[src/ffba_pkg.sv]
// Shared types and constants for the first-fit block allocator.
// No dependencies; imported by ffba_ctrl and first_fit_block_allocator_core.
package ffba_pkg;

    localparam int MAX_BLOCKS   = 16;
    localparam int HEADER_BYTES = 16;
    localparam int ADDR_W       = 20;
    localparam int SIZE_W       = 16;
    localparam int HANDLE_W     = 4;
    localparam int IDX_W        = $clog2(MAX_BLOCKS);
    localparam int CNT_W        = $clog2(MAX_BLOCKS + 1);
    localparam int HEAP_W       = ADDR_W + 1;
    localparam int END_W        = HEAP_W + 1;
    localparam int ENTRY_W      = SIZE_W + ADDR_W;

    localparam logic [ADDR_W-1:0] HEAP_LIMIT_RST = {ADDR_W{1'b1}};

    localparam logic CMD_ALLOC = 1'b0;
    localparam logic CMD_FREE  = 1'b1;

    typedef enum logic [2:0] {
        STAT_OK   = 3'd0,
        STAT_ZERO = 3'd1,
        STAT_FULL = 3'd2,
        STAT_HEAP = 3'd3,
        STAT_BADH = 3'd4
    } status_t;

    typedef enum logic [1:0] {
        S_IDLE,
        S_SCAN,
        S_SEND
    } state_t;

    typedef struct packed {
        logic                command;
        logic [SIZE_W-1:0]   req_size;
        logic [HANDLE_W-1:0] handle;
    } req_t;

    typedef struct packed {
        status_t             status;
        logic [HANDLE_W-1:0] block_handle;
        logic [ADDR_W-1:0]   payload_addr;
        logic                reused;
    } rsp_t;

endpackage

[src/ffba_ram.sv]
// Generic single-write, single-read RAM with registered read data.
// No dependencies.
module ffba_ram #(
    parameter int WIDTH = 8,
    parameter int DEPTH = 16
) (
    input  logic                     clk,
    input  logic                     we,
    input  logic [$clog2(DEPTH)-1:0] waddr,
    input  logic [WIDTH-1:0]         wdata,
    input  logic [$clog2(DEPTH)-1:0] raddr,
    output logic [WIDTH-1:0]         rdata
);

    logic [WIDTH-1:0] mem [DEPTH];
    logic [WIDTH-1:0] rdata_reg;

    always_ff @(posedge clk)
    begin
        if (we)
        begin
            mem[waddr] <= wdata;
        end
        rdata_reg <= mem[raddr];
    end

    assign rdata = rdata_reg;

endmodule

[src/ffba_ctrl.sv]
// Allocator sequencer: block table scan, free bits, bump pointer, result build.
// Depends on ffba_pkg and ffba_ram (block size/base table).
module ffba_ctrl (
    input  logic                   clk,
    input  logic                   rst_n,
    input  logic                   req_valid,
    input  ffba_pkg::req_t         req,
    input  logic [ffba_pkg::ADDR_W-1:0] heap_limit,
    input  logic                   slot_free,
    output logic                   busy,
    output logic                   res_valid,
    output ffba_pkg::rsp_t         res
);
    import ffba_pkg::*;

    state_t              state_reg, state_next;
    logic [CNT_W-1:0]    idx_reg, idx_next;
    logic [SIZE_W-1:0]   req_size_reg, req_size_next;
    rsp_t                res_reg, res_next;
    logic [MAX_BLOCKS-1:0] free_reg, free_next;
    logic [CNT_W-1:0]    count_reg, count_next;
    logic [HEAP_W-1:0]   heap_top_reg, heap_top_next;

    logic                ram_we;
    logic [IDX_W-1:0]    ram_raddr;
    logic [ENTRY_W-1:0]  ram_wdata;
    logic [ENTRY_W-1:0]  ram_rdata;
    logic [SIZE_W-1:0]   rd_size;
    logic [ADDR_W-1:0]   rd_base;

    logic [IDX_W-1:0]    entry;
    logic                in_range;
    logic                hit;
    logic                miss;
    logic [END_W-1:0]    end_sum;
    logic                is_alloc;

    ffba_ram #(
        .WIDTH (ENTRY_W),
        .DEPTH (MAX_BLOCKS)
    ) u_table (
        .clk   (clk),
        .we    (ram_we),
        .waddr (count_reg[IDX_W-1:0]),
        .wdata (ram_wdata),
        .raddr (ram_raddr),
        .rdata (ram_rdata)
    );

    assign rd_size   = ram_rdata[ENTRY_W-1 -: SIZE_W];
    assign rd_base   = ram_rdata[ADDR_W-1:0];
    assign ram_wdata = {req_size_reg, heap_top_reg[ADDR_W-1:0]};

    assign entry    = idx_reg[IDX_W-1:0];
    assign in_range = idx_reg < count_reg;
    assign hit      = in_range && free_reg[entry] && (rd_size >= req_size_reg);
    assign miss     = !in_range;
    assign end_sum  = END_W'(heap_top_reg) + END_W'(HEADER_BYTES) + END_W'(req_size_reg);
    assign is_alloc = (req.command == CMD_ALLOC) && (req.req_size != '0);

    // next state
    always_comb
    begin
        state_next = state_reg;
        case (state_reg)
            S_IDLE:
            begin
                if (req_valid)
                begin
                    state_next = is_alloc ? S_SCAN : S_SEND;
                end
            end
            S_SCAN:
            begin
                if (hit || miss)
                begin
                    state_next = S_SEND;
                end
            end
            S_SEND:
            begin
                if (slot_free)
                begin
                    state_next = S_IDLE;
                end
            end
            default:
            begin
                state_next = S_IDLE;
            end
        endcase
    end

    // datapath and outputs
    always_comb
    begin
        idx_next      = idx_reg;
        req_size_next = req_size_reg;
        res_next      = res_reg;
        free_next     = free_reg;
        count_next    = count_reg;
        heap_top_next = heap_top_reg;
        ram_we        = 1'b0;
        ram_raddr     = '0;
        busy          = 1'b1;
        res_valid     = 1'b0;
        case (state_reg)
            S_IDLE:
            begin
                busy = 1'b0;
                if (req_valid)
                begin
                    req_size_next = req.req_size;
                    idx_next      = '0;
                    res_next      = '{STAT_OK, '0, '0, 1'b0};
                    if (req.command == CMD_FREE)
                    begin
                        if (CNT_W'(req.handle) >= count_reg)
                        begin
                            res_next.status = STAT_BADH;
                        end
                        else
                        begin
                            free_next[req.handle[IDX_W-1:0]] = 1'b1;
                            res_next.block_handle = req.handle;
                        end
                    end
                    else if (req.req_size == '0)
                    begin
                        res_next.status = STAT_ZERO;
                    end
                end
            end
            S_SCAN:
            begin
                idx_next  = idx_reg + CNT_W'(1);
                ram_raddr = idx_next[IDX_W-1:0];
                if (hit)
                begin
                    free_next[entry]      = 1'b0;
                    res_next.block_handle = HANDLE_W'(entry);
                    res_next.payload_addr = rd_base + ADDR_W'(HEADER_BYTES);
                    res_next.reused       = 1'b1;
                end
                else if (miss)
                begin
                    if (count_reg == CNT_W'(MAX_BLOCKS))
                    begin
                        res_next.status = STAT_FULL;
                    end
                    else if (end_sum > END_W'(heap_limit))
                    begin
                        res_next.status = STAT_HEAP;
                    end
                    else
                    begin
                        ram_we                = 1'b1;
                        free_next[count_reg[IDX_W-1:0]] = 1'b0;
                        count_next            = count_reg + CNT_W'(1);
                        heap_top_next         = end_sum[HEAP_W-1:0];
                        res_next.block_handle = HANDLE_W'(count_reg[IDX_W-1:0]);
                        res_next.payload_addr = heap_top_reg[ADDR_W-1:0]
                                                + ADDR_W'(HEADER_BYTES);
                    end
                end
            end
            S_SEND:
            begin
                res_valid = 1'b1;
            end
            default:
            begin
                busy = 1'b1;
            end
        endcase
    end

    always_ff @(posedge clk or negedge rst_n)
    begin
        if (!rst_n)
        begin
            state_reg    <= S_IDLE;
            free_reg     <= '0;
            count_reg    <= '0;
            heap_top_reg <= '0;
        end
        else
        begin
            state_reg    <= state_next;
            free_reg     <= free_next;
            count_reg    <= count_next;
            heap_top_reg <= heap_top_next;
        end
    end

    always_ff @(posedge clk)
    begin
        idx_reg      <= idx_next;
        req_size_reg <= req_size_next;
        res_reg      <= res_next;
    end

    assign res = res_reg;

endmodule

[src/first_fit_block_allocator_core.sv]
// First-fit block allocator, top level: config register, result output stage.
// Depends on ffba_pkg and ffba_ctrl.
//
// Usage:
//   req channel (req_valid / req_stall / req): one beat is an allocate or a
//   free command. req_stall is high while a command is being worked on.
//   rsp channel (rsp_valid / rsp_stall / rsp): one beat per command. A result
//   sits in the output register until taken; the block meanwhile takes and
//   works the next command and holds its result until the register frees.
//   cfg channel (cfg_valid / cfg_ready / cfg_data): writes heap_limit; write
//   only while idle. cfg_ready is always high.
// Timing: free and zero-size commands go from idle straight to the send
//   state and on to the output register. An allocate first scans the table
//   from entry 0, one table read per cycle, up to the first free entry k that
//   is large enough (reuse) or past all C blocks (append or fail); its result
//   then goes through the send state to the output register.
// The block takes one command at a time: req_stall stays high until the
//   result has left for the output register.
// Reset: empties the table, clears the bump pointer, sets heap_limit to its
//   maximum and drops rsp_valid. No clearing pass is needed.
module first_fit_block_allocator_core (
    input  logic                        clk,
    input  logic                        rst_n,
    input  logic                        req_valid,
    output logic                        req_stall,
    input  ffba_pkg::req_t              req,
    output logic                        rsp_valid,
    input  logic                        rsp_stall,
    output ffba_pkg::rsp_t              rsp,
    input  logic                        cfg_valid,
    output logic                        cfg_ready,
    input  logic [ffba_pkg::ADDR_W-1:0] cfg_data
);
    import ffba_pkg::*;

    logic [ADDR_W-1:0] heap_limit_reg;
    logic              rsp_valid_reg, rsp_valid_next;
    rsp_t              rsp_reg;
    logic              slot_free;
    logic              busy;
    logic              res_valid;
    rsp_t              res;

    ffba_ctrl u_ctrl (
        .clk        (clk),
        .rst_n      (rst_n),
        .req_valid  (req_valid),
        .req        (req),
        .heap_limit (heap_limit_reg),
        .slot_free  (slot_free),
        .busy       (busy),
        .res_valid  (res_valid),
        .res        (res)
    );

    assign slot_free = !rsp_valid_reg || !rsp_stall;
    assign req_stall = busy;
    assign cfg_ready = 1'b1;

    always_comb
    begin
        rsp_valid_next = rsp_valid_reg;
        if (slot_free)
        begin
            rsp_valid_next = res_valid;
        end
    end

    always_ff @(posedge clk or negedge rst_n)
    begin
        if (!rst_n)
        begin
            heap_limit_reg <= HEAP_LIMIT_RST;
            rsp_valid_reg  <= 1'b0;
        end
        else
        begin
            rsp_valid_reg <= rsp_valid_next;
            if (cfg_valid && cfg_ready)
            begin
                heap_limit_reg <= cfg_data;
            end
        end
    end

    always_ff @(posedge clk)
    begin
        if (slot_free && res_valid)
        begin
            rsp_reg <= res;
        end
    end

    assign rsp_valid = rsp_valid_reg;
    assign rsp       = rsp_reg;

endmodule
[config.mk]
export PLATFORM = sky130hd
export DESIGN_NAME = first_fit_block_allocator_core
export DESIGN_NICKNAME = d
export VERILOG_FILES = /design/src/ffba_pkg.sv /design/src/ffba_ram.sv /design/src/ffba_ctrl.sv /design/src/first_fit_block_allocator_core.sv
export SDC_FILE = /design/constraint.sdc
export NUM_CORES = 1
export LEC_CHECK = 0
export ABC_CLOCK_PERIOD_IN_PS = 7300
export BUFFER_PORTS_ARGS = -buffer_cell sky130_fd_sc_hd__buf_2
export CORE_MARGIN = 3
export CORE_UTILIZATION = 55
export CTS_CLUSTER_SIZE = 14
export DETAILED_ROUTE_END_ITERATION = 6
export PLACE_DENSITY = 0.74
export SLEW_MARGIN = 10
export SYNTH_ARGS = -nofsm -noshare
export SYNTH_HDL_FRONTEND = slang
export SYNTH_SLANG_ARGS = --single-unit
[constraint.sdc]
create_clock -name clk -period 7.3 [get_ports clk]
set_input_delay 0.365 -clock clk [delete_from_list [all_inputs] [get_ports clk]]
set_output_delay 0.365 -clock clk [all_outputs]
set_load 0.005 [all_outputs]
# == Word-level counts from Yosys, hierarchy flattened ==
# Memories as Yosys holds them, arrays and structs flattened. A register that Yosys moved wholly into a read port is not among the register bits.
# Cells that the tools add are included.
# word_totals
ff_bits,142
ram_bits,576
input_bits,46
memories,1
# classes
add_sub_neg,6
magnitude_cmp,10
n_eq_ne,15
muxes,48
n_bitwise,10
n_reduce_logical,24
# mem_list
memory,depth,width,rd,rd_ports_with_merged_regs,wr,line,rtl
u_ctrl.u_table.mem,16,36,1,1,1,ffba_ram.sv:15,logic [WIDTH-1:0] mem [DEPTH];
# op_table
cell,count
16-bit 2-to-1 mux,7
24-bit 2-to-1 mux,3
28-bit case mux with 2 select lines,1
20-bit by 5-bit adder with 20-bit output (second input constant),2
16-bit AND,2
16-bit NOT,2
16-bit case mux with 2 select lines,1
28-bit 2-to-1 mux,1
27-bit 2-to-1 mux,1
21-bit by 5-bit adder with 22-bit output (second input constant),1
22-bit by 16-bit adder with 22-bit output,1
22-bit by 20-bit > comparator with 1-bit output,1
16-bit greater-or-equal comparator,1
16-bit zero test,1
16-bit OR,1
16-bit nonzero test,1
4-bit by 5-bit < comparator with 1-bit output (second input constant),3
1-bit 2-to-1 mux,15
3-bit 2-to-1 mux,5
5-bit AND reduction,3
1-bit demux with 4-bit select,3
4-bit by 1-bit greater-or-equal comparator with 1-bit output (second input constant),3
4-bit 2-to-1 mux,3
2-bit != test (second input constant),6
other kinds (24),45

# == Depth between registers and ports, before layout ==
# Gate-level depths: netlist (run 1).
# depth
word_depth,11
depth_mapped,22
depth_no_buf,20

# == Modules after synthesis ==
# From an unflattened synthesis (run 1), not the netlist that was laid out.
# unflattened
cells_unflattened,1741
area_unflattened_um2,31141.1
# by_module_without_submodules
mod,instances,cells_per_inst,area_each_um2,seq_area_each_um2
ffba_ram,1,938,22318.9,18017.3
ffba_ctrl,1,727,7078.0,2572.5
first_fit_block_allocator_core,1,76,1744.2,1391.3

# == Worst setup path after synthesis (run 1) ==
# Ideal clock, no wire load.
# synth_path
path_type,register -> register
startpoint,register u_ctrl.heap_top_reg[4]
endpoint,memory u_ctrl.u_table.mem[3][0] in the netlist's numbering (enable)
setup_time_ns,0.474
t_arrival_ns,6.567
slack_ns,0.259
stages_incl_launch_ff,21
n_path_buf,2
period_less_slack_ns,7.041
path_cell_list,dfrtp_1 -> inv_1 -> ha_1 -> inv_1 -> ha_1 -> a21o_1 -> a21o_1 -> or2_4 -> a221o_1 -> and3_2 -> nor2_1 -> ha_1 -> and4_1 -> a221oi_1 -> a21boi_0 -> o21ai_0 -> o211a_1 -> buf_6 -> clkbuf_8 -> nand2_1 -> nor3_1
# synth_between
elab_chain_len,10
# synth_lines
element,line,rtl
from (decl),ffba_ctrl.sv:22,"logic [HEAP_W-1:0] heap_top_reg, heap_top_next;"
from (signal assigned),ffba_ctrl.sv:192,heap_top_reg <= heap_top_next;
21-bit by 5-bit adder with 22-bit output,ffba_ctrl.sv:58,assign end_sum = END_W'(heap_top_reg) + END_W'(HEADER_BYTES) + END_W'(req_size_reg);
22-bit by 16-bit adder with 22-bit output,ffba_ctrl.sv:58,
via u_ctrl.end_sum[12],ffba_ctrl.sv:35,logic [END_W-1:0] end_sum;
22-bit by 20-bit > comparator with 1-bit output,ffba_ctrl.sv:151,else if (end_sum > END_W'(heap_limit))
1-bit 2-to-1 mux,ffba_ctrl.sv:151,
1-bit 2-to-1 mux,ffba_ctrl.sv:147,if (count_reg == CNT_W'(MAX_BLOCKS))
1-bit 2-to-1 mux,ffba_ctrl.sv:145,else if (miss)
1-bit 2-to-1 mux,ffba_ctrl.sv:138,if (hit)
1-bit 2-to-1 mux,ffba_ctrl.sv:107,case (state_reg)
1-bit 2-to-1 mux,ffba_ram.sv:20,if (we)
1-bit 2-to-1 mux (implied by the code),ffba_ram.sv:22,mem[waddr] <= wdata;
to (decl),ffba_ram.sv:15,
# The timed path passes the listed nets, and every way through them passes these cells.

# == Final worst setup path (run 1) ==
# layout_path
startpoint,register u_ctrl.req_size_reg[1]
endpoint,memory u_ctrl.u_table.mem[13][13] in the netlist's numbering (enable)
# layout_between
elab_chain_len,9
word_cells_on_any_way,11
cone_classes,add/sub: 1; order compare: 2; mux: 7; reduce/logical: 1
# layout_lines
element,line,rtl
from (decl),ffba_ctrl.sv:18,"logic [SIZE_W-1:0] req_size_reg, req_size_next;"
from (signal assigned),ffba_ctrl.sv:199,req_size_reg <= req_size_next;
22-bit by 16-bit adder with 22-bit output,ffba_ctrl.sv:58,
via u_ctrl.end_sum[15],ffba_ctrl.sv:35,
22-bit by 20-bit > comparator with 1-bit output,ffba_ctrl.sv:151,
1-bit 2-to-1 mux,ffba_ctrl.sv:151,
1-bit 2-to-1 mux,ffba_ctrl.sv:147,
1-bit 2-to-1 mux,ffba_ctrl.sv:145,
1-bit 2-to-1 mux,ffba_ctrl.sv:138,
1-bit 2-to-1 mux,ffba_ctrl.sv:107,
1-bit 2-to-1 mux,ffba_ram.sv:20,
1-bit 2-to-1 mux (implied by the code),ffba_ram.sv:22,
# The timed path passes the listed nets, and every way through them passes these cells.

==> results of run 1 <==
-- Yosys cell counts (15+ instances only) --
library cell  number
edfxtp_1         653
nand2_1          196
mux2i_1          149
a211oi_1         131
ha_1              85
nor2b_1           80
a21oi_1           77
clkbuf_1          71
inv_1             61
nor2_1            57
dfrtp_1           45
a31oi_1           43
mux4_2            40
o21ai_0           37
a311oi_1          36
dfxtp_1           36
xnor2_1           32
buf_2             24
nand3_1           24
and3_1            23
a21o_1            20
dfstp_2           20
xor2_1            17
mux2_2            15
nor3_1            15
-- stage by stage --
stage	std cells	util (%)
floorplan	2106	-
global placement	2895	58.6
detailed placement	2895	58.6
CTS	3073	63.7
global route	3073	63.7
finish	3073	63.7
-- final timing paths --
kind | start | endpoint | slack [ns]
worst max-delay path | u_ctrl.req_size_reg[1] | u_ctrl.u_table.mem[13][13] | 0.76
worst min-delay path | rsp_stall | rsp_valid | 0.04
worst max register to register | u_ctrl.req_size_reg[1] | u_ctrl.u_table.mem[13][13] | 0.76
worst min register to register | u_ctrl.res[15] | rsp[15] | 0.41
max in group asynchronous | rst_n | rsp_valid | 6.14
min in group asynchronous | rst_n | u_ctrl.heap_top_reg[20] | 0.53
-- routing by layer --
metal  track usage [%]  part of all wire (%)
met1              34.5                    39
met2              43.0                    49
met3              4.24                   7.2
met4              10.3                   4.2
met5                 0                     0
-- worst max-delay path: stages (launching register included) --
cell       delay, ns
edfxtp_1        0.62
ha_1            0.39
ha_1            0.16
inv_1           0.05
fa_1            0.40
and2b_1         0.24
o2111ai_1       0.14
a31oi_1         0.36
nor2_1          0.11
o21ai_0         0.30
nand3_1         0.11
a21boi_0        0.28
ha_1            0.32
a21oi_1         0.16
o21ai_0         0.10
nor4_1          0.18
a21oi_1         0.07
o21ai_0         0.61
o211a_1         0.48
buf_4           0.46
and3_2          0.27
buf_4           0.32
-- logic make-up (layout without fill, tap and decap cells) --
logic type	Yosys count	in the layout	synth area share (%)
AO/OA/AOI/OAI	382	382	8.24
XOR/XNOR	49	49	1.36
adder cells (fa/ha/maj)	86	86	3.42
buffers and inverters	175	386	2.33
flip-flops	754	754	69.5
multiplexers	205	205	8.14
other	1	1	0.0119
AND/OR/NAND/NOR	454	454	7.01
-- power groups by stage --
stage / Combinational (mW) / Clock [mW] / Sequential (mW)
finish: 4.39 / 3.98 / 5.94
global route: 4.79 / 4.21 / 5.99
CTS: 4.38 / 4.03 / 5.94
detailed placement: 4.33 / 0 / 6.02
global placement: 4.23 / 0 / 6.00
floorplan: 2.79 / 0 / 6.01
-- cell type report --
type                            instances  share of cell area (%)
Sequential cell                       754                    61.0
Multi-Input combinational cell       1177                    24.9
Clock buffer                           97                    5.72
Timing Repair Buffer                  181                    3.78
Tap cell                              756                    2.62
Clock inverter                         44                    1.34
Inverter                               64                   0.666
==> results by group, run 1 <==
Outcome
  • Outcome: completed

Power and ir drop
  • Worst VDD drop: 252 uV
  • P_leak: 13.2 nW
  • Switching Share: 33.2%
  • Pint: 9.56 mW
  • Total power: 14.3 mW
  • Switch Pwr: 4.76 mW
  • Flop pwr share: 41.5%
  • Combinational power share: 30.7%
  • Pwr/cell area: 397 nW/um^2
  • Clock group share of total power: 27.8%

Timing
  • Ratio of final minimum period to clock period: 89.6%
  • Final setup fails: 0
  • Final setup TNS: 0 ns
  • Unrepaired setup endpoints after global routing: false
  • Final Slew Violations: 0
  • Slew HR: 27.8%
  • Fin worst setup slack: 0.762 ns
  • Skew final: 0.0270 ns
  • Tightest Pin Transition: 1.08 ns
  • Final Critical Period: 6.54 ns
  • Fmax: 153 MHz
  • Final hold vios: 0
  • Min Hold Slack: 0.0376 ns

Critical path
  • Worst-path fanout max: 32
  • Cells on worst reg2reg path: 21
  • WP data arrival: 6.80 ns
  • Crit path kind: flop to flop
  • Startpoint types: flop
  • Worst Path Required: 7.56 ns
  • CP endpoint kind: flop

Clocking
  • H-tree levels: 3
  • Post-CTS Hold Fix Bufs: 37
  • CTS tree: yes
  • Bufs on Longest Clock Path: 3
  • CTS root buf: clkbuf_16
  • Worst skew pair latency: 0.62 ns
  • Post_cts resized: 0
  • Clock Sink Count: 754
  • CTS buffer count: 77
  • Post CTS Setup Buffer Count: 0
  • Clock slew at the register clock pins of the worst setup and hold paths: 0.06 ns

Cells and area
  • # diodes: 0
  • Area of the multi-input gates: 8980 um^2
  • Fin nets: 2,387
  • Sequential Area: 22,000 um^2
  • Fill count: 4,004
  • Max reg flops: 576
  • Final Cell Area: 36,100 um^2
  • Share of layout cells above drive strength 1: 16.1%
  • Most frequent cells in the layout: edfxtp_1, nand2_1, mux2i_1, a211oi_1, ha_1
  • Area added between synthesis and finish: 14.0%
  • Commonest non-fill, non-tap cell in the layout: edfxtp_1

Detailed routing
  • First DRT Iteration DRCs: 1,769
  • 1st-pass router iterations: 5
  • DRT Wirelength: 77.0 mm
  • Residual DRC: 0
  • DR vias: 18,800
  • Vias per cell: 6.11
  • Post-route ant nets: 0
  • Routed wire per std cell: 25.1 um

GRT
  • Vias in the first global route: 19,000
  • Total gr overflow: 0
  • Largest net degree at the start of global routing: 119
  • Total global-route track usage: 25.9%
  • Initial antenna violation count: 1
  • First-pass GRT wire length: 117 mm

Die
  • Core area: 56,600 um^2
  • Initial Utilization: 55.9%
  • I/O pin count: 77
  • Die height: 246 um
  • Die area: 60,400 um^2
  • Core Rows: 87
  • Horiz. Die Dim: 246 um

Logic synthesis
  • Mapped Nets: 2,238
  • Area leader, netlist: edfxtp_1
  • Post-synth ARST share: 8.62%
  • Synth top area share: 62.0%
  • Syn Area/Cell: 15.0 um^2
  • Synth Flop Type: edfxtp_1
  • Ys Warns: 0
  • Synth Cell Area: 31,600 um^2
  • Register area share after synthesis: 69.5%
  • #FFs+latches synth: 754
  • Post-synth EDFFs: 653
  • Yosys cell types: 72
  • Top cells by area, synth: edfxtp_1, mux2i_1, dfrtp_1
  • Cells after synthesis: 2,106

Hold path
  • Hold depth: 3
  • Worst hold-check path type: primary input to flop

Place
  • I/O Buffers: 75
  • GPL Wtd Cong: 0.926
  • Area after DPL: 33,100 um^2
  • Post-detail-place hpwl: 46.8 mm
  • Pre-CTS setup slack: 0.849 ns

Job
  • Max-Cap Viols: 0
Power figures use the tool's default switching activity.
==> inputs of run 2 (changes only) <==
--- a/config.mk
+++ b/config.mk
@@ -7,11 +7,11 @@
 export LEC_CHECK = 0
 export ABC_CLOCK_PERIOD_IN_PS = 7300
 export BUFFER_PORTS_ARGS = -buffer_cell sky130_fd_sc_hd__buf_2
-export CORE_MARGIN = 3
-export CORE_UTILIZATION = 55
+export CORE_MARGIN = 1
+export CORE_UTILIZATION = 23
 export CTS_CLUSTER_SIZE = 14
 export DETAILED_ROUTE_END_ITERATION = 6
-export PLACE_DENSITY = 0.74
+export PLACE_DENSITY = 0.38
 export SLEW_MARGIN = 10
 export SYNTH_ARGS = -nofsm -noshare
 export SYNTH_HDL_FRONTEND = slang
==> results by group, run 2 (synthesized netlist as in run 1, its figures left out) <==
Critical path
  • Slowest cell on the critical path: dfrtp_1
  • Worst-path fanout max: 19 (-41%)
  • CP endpoint kind: flop
  • WP data arrival: 6.64 ns (-0.16 ns)
  • Cells along the critical path: ha_1 -> ha_1 -> inv_1 -> fa_1 -> and2b_1 -> o2111ai_1 -> a31oi_1 -> nor2_1 -> o21ai_0 -> nand3_1 -> a21boi_0 -> ha_1 -> a21oi_1 -> o21ai_0 -> nor4_1 -> a21oi_1 -> o21ai_0 -> buf_4 -> o211a_1 -> buf_4 -> and3_4 -> buf_4
  • Startpoint types: flop
  • Worst Path Required: 7.61 ns (+0.05 ns)
  • Crit path kind: flop to flop
  • Max incr delay on CP: 0.74 ns (+0.12 ns)

Die
  • Die height: 373 um (+52%)
  • Horiz. Die Dim: 373 um (+52%)
  • Die area: 139,000 um^2 (+130%)
  • Initial Utilization: 23.3% (-33 points)
  • Core area: 136,000 um^2 (+140%)
  • Core Rows: 135 (+55%)
  • I/O pin count: 77 (unchanged)

Clocking
  • H-tree levels: 3 (unchanged)
  • CTS root buf: clkbuf_16
  • Bufs on Longest Clock Path: 3 (unchanged)
  • Worst skew pair latency: 0.64 ns (+0.02 ns)
  • Post CTS Setup Buffer Count: 0 (unchanged)
  • Clock Sink Count: 754 (unchanged)
  • Clock slew at the register clock pins of the worst setup and hold paths: 0.06 ns (about the same)
  • CTS buffer count: 84 (+9.1%)
  • CTS tree: yes
  • Post_cts resized: 0 (unchanged)

Timing
  • Final setup fails: 0 (unchanged)
  • Slew HR: 33.4% (+5.6 points)
  • Final setup TNS: 0 ns (unchanged)
  • Final hold vios: 0 (unchanged)
  • Skew final: 0.0131 ns (-0.0139 ns)
  • Tightest Pin Transition: 0.999 ns (-0.0841 ns)
  • Unrepaired setup endpoints after global routing: false
  • Final Slew Violations: 0 (unchanged)
  • Ratio of final minimum period to clock period: 86.7% (-2.8 points)
  • Final Critical Period: 6.33 ns (-0.207 ns)
  • Fmax: 158 MHz (+3.3%)

Power and ir drop
  • P_leak: 13.3 nW (+0.73%)
  • Flop pwr share: 41.2% (-0.3 points)
  • Switching Share: 34.6% (+1.3 points)
  • Combinational power share: 31.0% (+0.3 points)
  • Switch Pwr: 5.04 mW (+6.0%)
  • Pwr/cell area: 388 nW/um^2 (-2.3%)
  • Pint: 9.55 mW (-0.15%)
  • Worst VDD drop: 169 uV (-33%)
  • Clock group share of total power: 27.9% (about the same)

GRT
  • Initial antenna violation count: 4 (+3)
  • First-pass GRT wire length: 136 mm (+16%)
  • Total global-route track usage: 13.3% (-13 points)
  • Vias in the first global route: 18,900 (-0.18%)
  • Total gr overflow: 0 (unchanged)
  • Largest net degree at the start of global routing: 110 (-7.6%)

Cells and area
  • Commonest non-fill, non-tap cell in the layout: edfxtp_1
  • Area of the multi-input gates: 8980 um^2 (about the same)
  • Fin nets: 2,404 (+0.71%)
  • Final core occ: 27.7% (-36 points)
  • Most frequent cells in the layout: edfxtp_1, nand2_1, mux2i_1, a211oi_1, clkbuf_16
  • Share of layout cells above drive strength 1: 16.5% (+0.42 points)
  • Area added between synthesis and finish: 18.9%
  • Max reg flops: 576 (unchanged)
  • Sequential Area: 22,000 um^2 (unchanged)
  • Fill count: 13,700 (+240%)

Place
  • Post-detail-place hpwl: 58.3 mm (+25%)
  • I/O Buffers: 75 (unchanged)
  • GPL Wtd Cong: 0.772 (-17%)

Outcome
  • Outcome: completed

Detailed routing
  • Residual DRC: 0 (unchanged)
  • Routed wire per std cell: 22.8 um (-9.1%)
  • DR vias: 18,400 (-1.9%)
  • DRT Wirelength: 94.0 mm (+22%)
  • First DRT Iteration DRCs: 1,162 (-34%)
  • Post-route ant nets: 0 (unchanged)
  • Vias per cell: 4.47 (-27%)
  • 1st-pass router iterations: 5 (unchanged)

Hold path
  • Worst hold-check path type: primary input to flop

Job
  • Max-Cap Viols: 0 (unchanged)
==> run 2: cell types whose count changed in the layout (fill, tap and decap cells not counted), sizes merged <==
cell         delta
diode           +2
clkbuf         +26
buf            +11
clkinvlp        +1
bufinv          -7
dlygate4sd3     -1
clkinv          -1
inv             -3
==> run 2: path summary, 6_finish.rpt <==
check / from / to / slack (ns) / depth (start not counted)
worst max-delay path: u_ctrl.heap_top_reg[0] / u_ctrl.u_table.mem[2][23] / 0.97 / 22
worst min-delay path: req_valid / u_ctrl.state_reg[0] / 0.08 / 3
worst max register to register: u_ctrl.heap_top_reg[0] / u_ctrl.u_table.mem[2][23] / 0.97 / 22
worst min register to register: u_ctrl.res[14] / rsp[14] / 0.42 / 0
max in group asynchronous: rst_n / u_ctrl.count_reg[2] / 6.07 / 3
min in group asynchronous: rst_n / u_ctrl.heap_top_reg[16] / 0.22 / 2
==> run 2: metal layers <==
layer	track usage [%]	part of all wire (%)
met1	17.7	45
met2	22.5	49
met3	1.69	4.1
met4	3.99	2.3
met5	0	0
==> run 2: final cells by class <==
class,instances,area share (%)
multi-input combinational,1177,23.9
clock inverter,34,0.712
sequential,754,58.4
tap,1781,5.92
clock buffer,123,6.25
antenna,2,0.0133
timing repair buffer,191,4.13
inverter,64,0.642
==> run 2: stage by stage <==
| stage | power (mW) | worst slack, ns | hold slack, ns | cell area, um^2 | std cells |
|---|---|---|---|---|---|
| finish | 14.6 | 0.969 | 0.0815 | 37600 | 4126 |
| floorplan | 8.80 | 0.259 | 0.0694 | 31600 | 2106 |
| detailed placement | 10.7 | 1.04 | 0.335 | 34600 | 3931 |
| CTS | 14.8 | 1.01 | 0.0249 | 37600 | 4124 |
| global placement | 10.7 | 1.01 | 0.330 | 34600 | 3931 |
| global route | 15.4 | 0.576 | 0.0736 | 37600 | 4124 |
==> run 2: power by group through the flow <==
stage               registers [mW]  clock network (mW)  logic [mW]
finish                        6.01                4.07        4.52
global route                  6.07                4.35        4.99
CTS                           6.02                4.20        4.63
detailed placement            6.10                   0        4.59
global placement              6.09                   0        4.60
floorplan                     6.01                   0        2.79
==> run 2: timing repair <==
item / 4_1_cts / 5_1_grt
hold buffers: 36 / 0
endpoints found under the setup margin: 0 / 0
endpoints found under the hold margin: 59 / 0
==> run 2: critical path, delay by kind of cell, from the launching register on <==
kind / cells / cell delay (ns)
compound gates: 9 / 2.31
fa+ha+maj: 4 / 1.22
simple gates: 5 / 0.93
buf+inv: 4 / 0.78
flops: 1 / 0.74
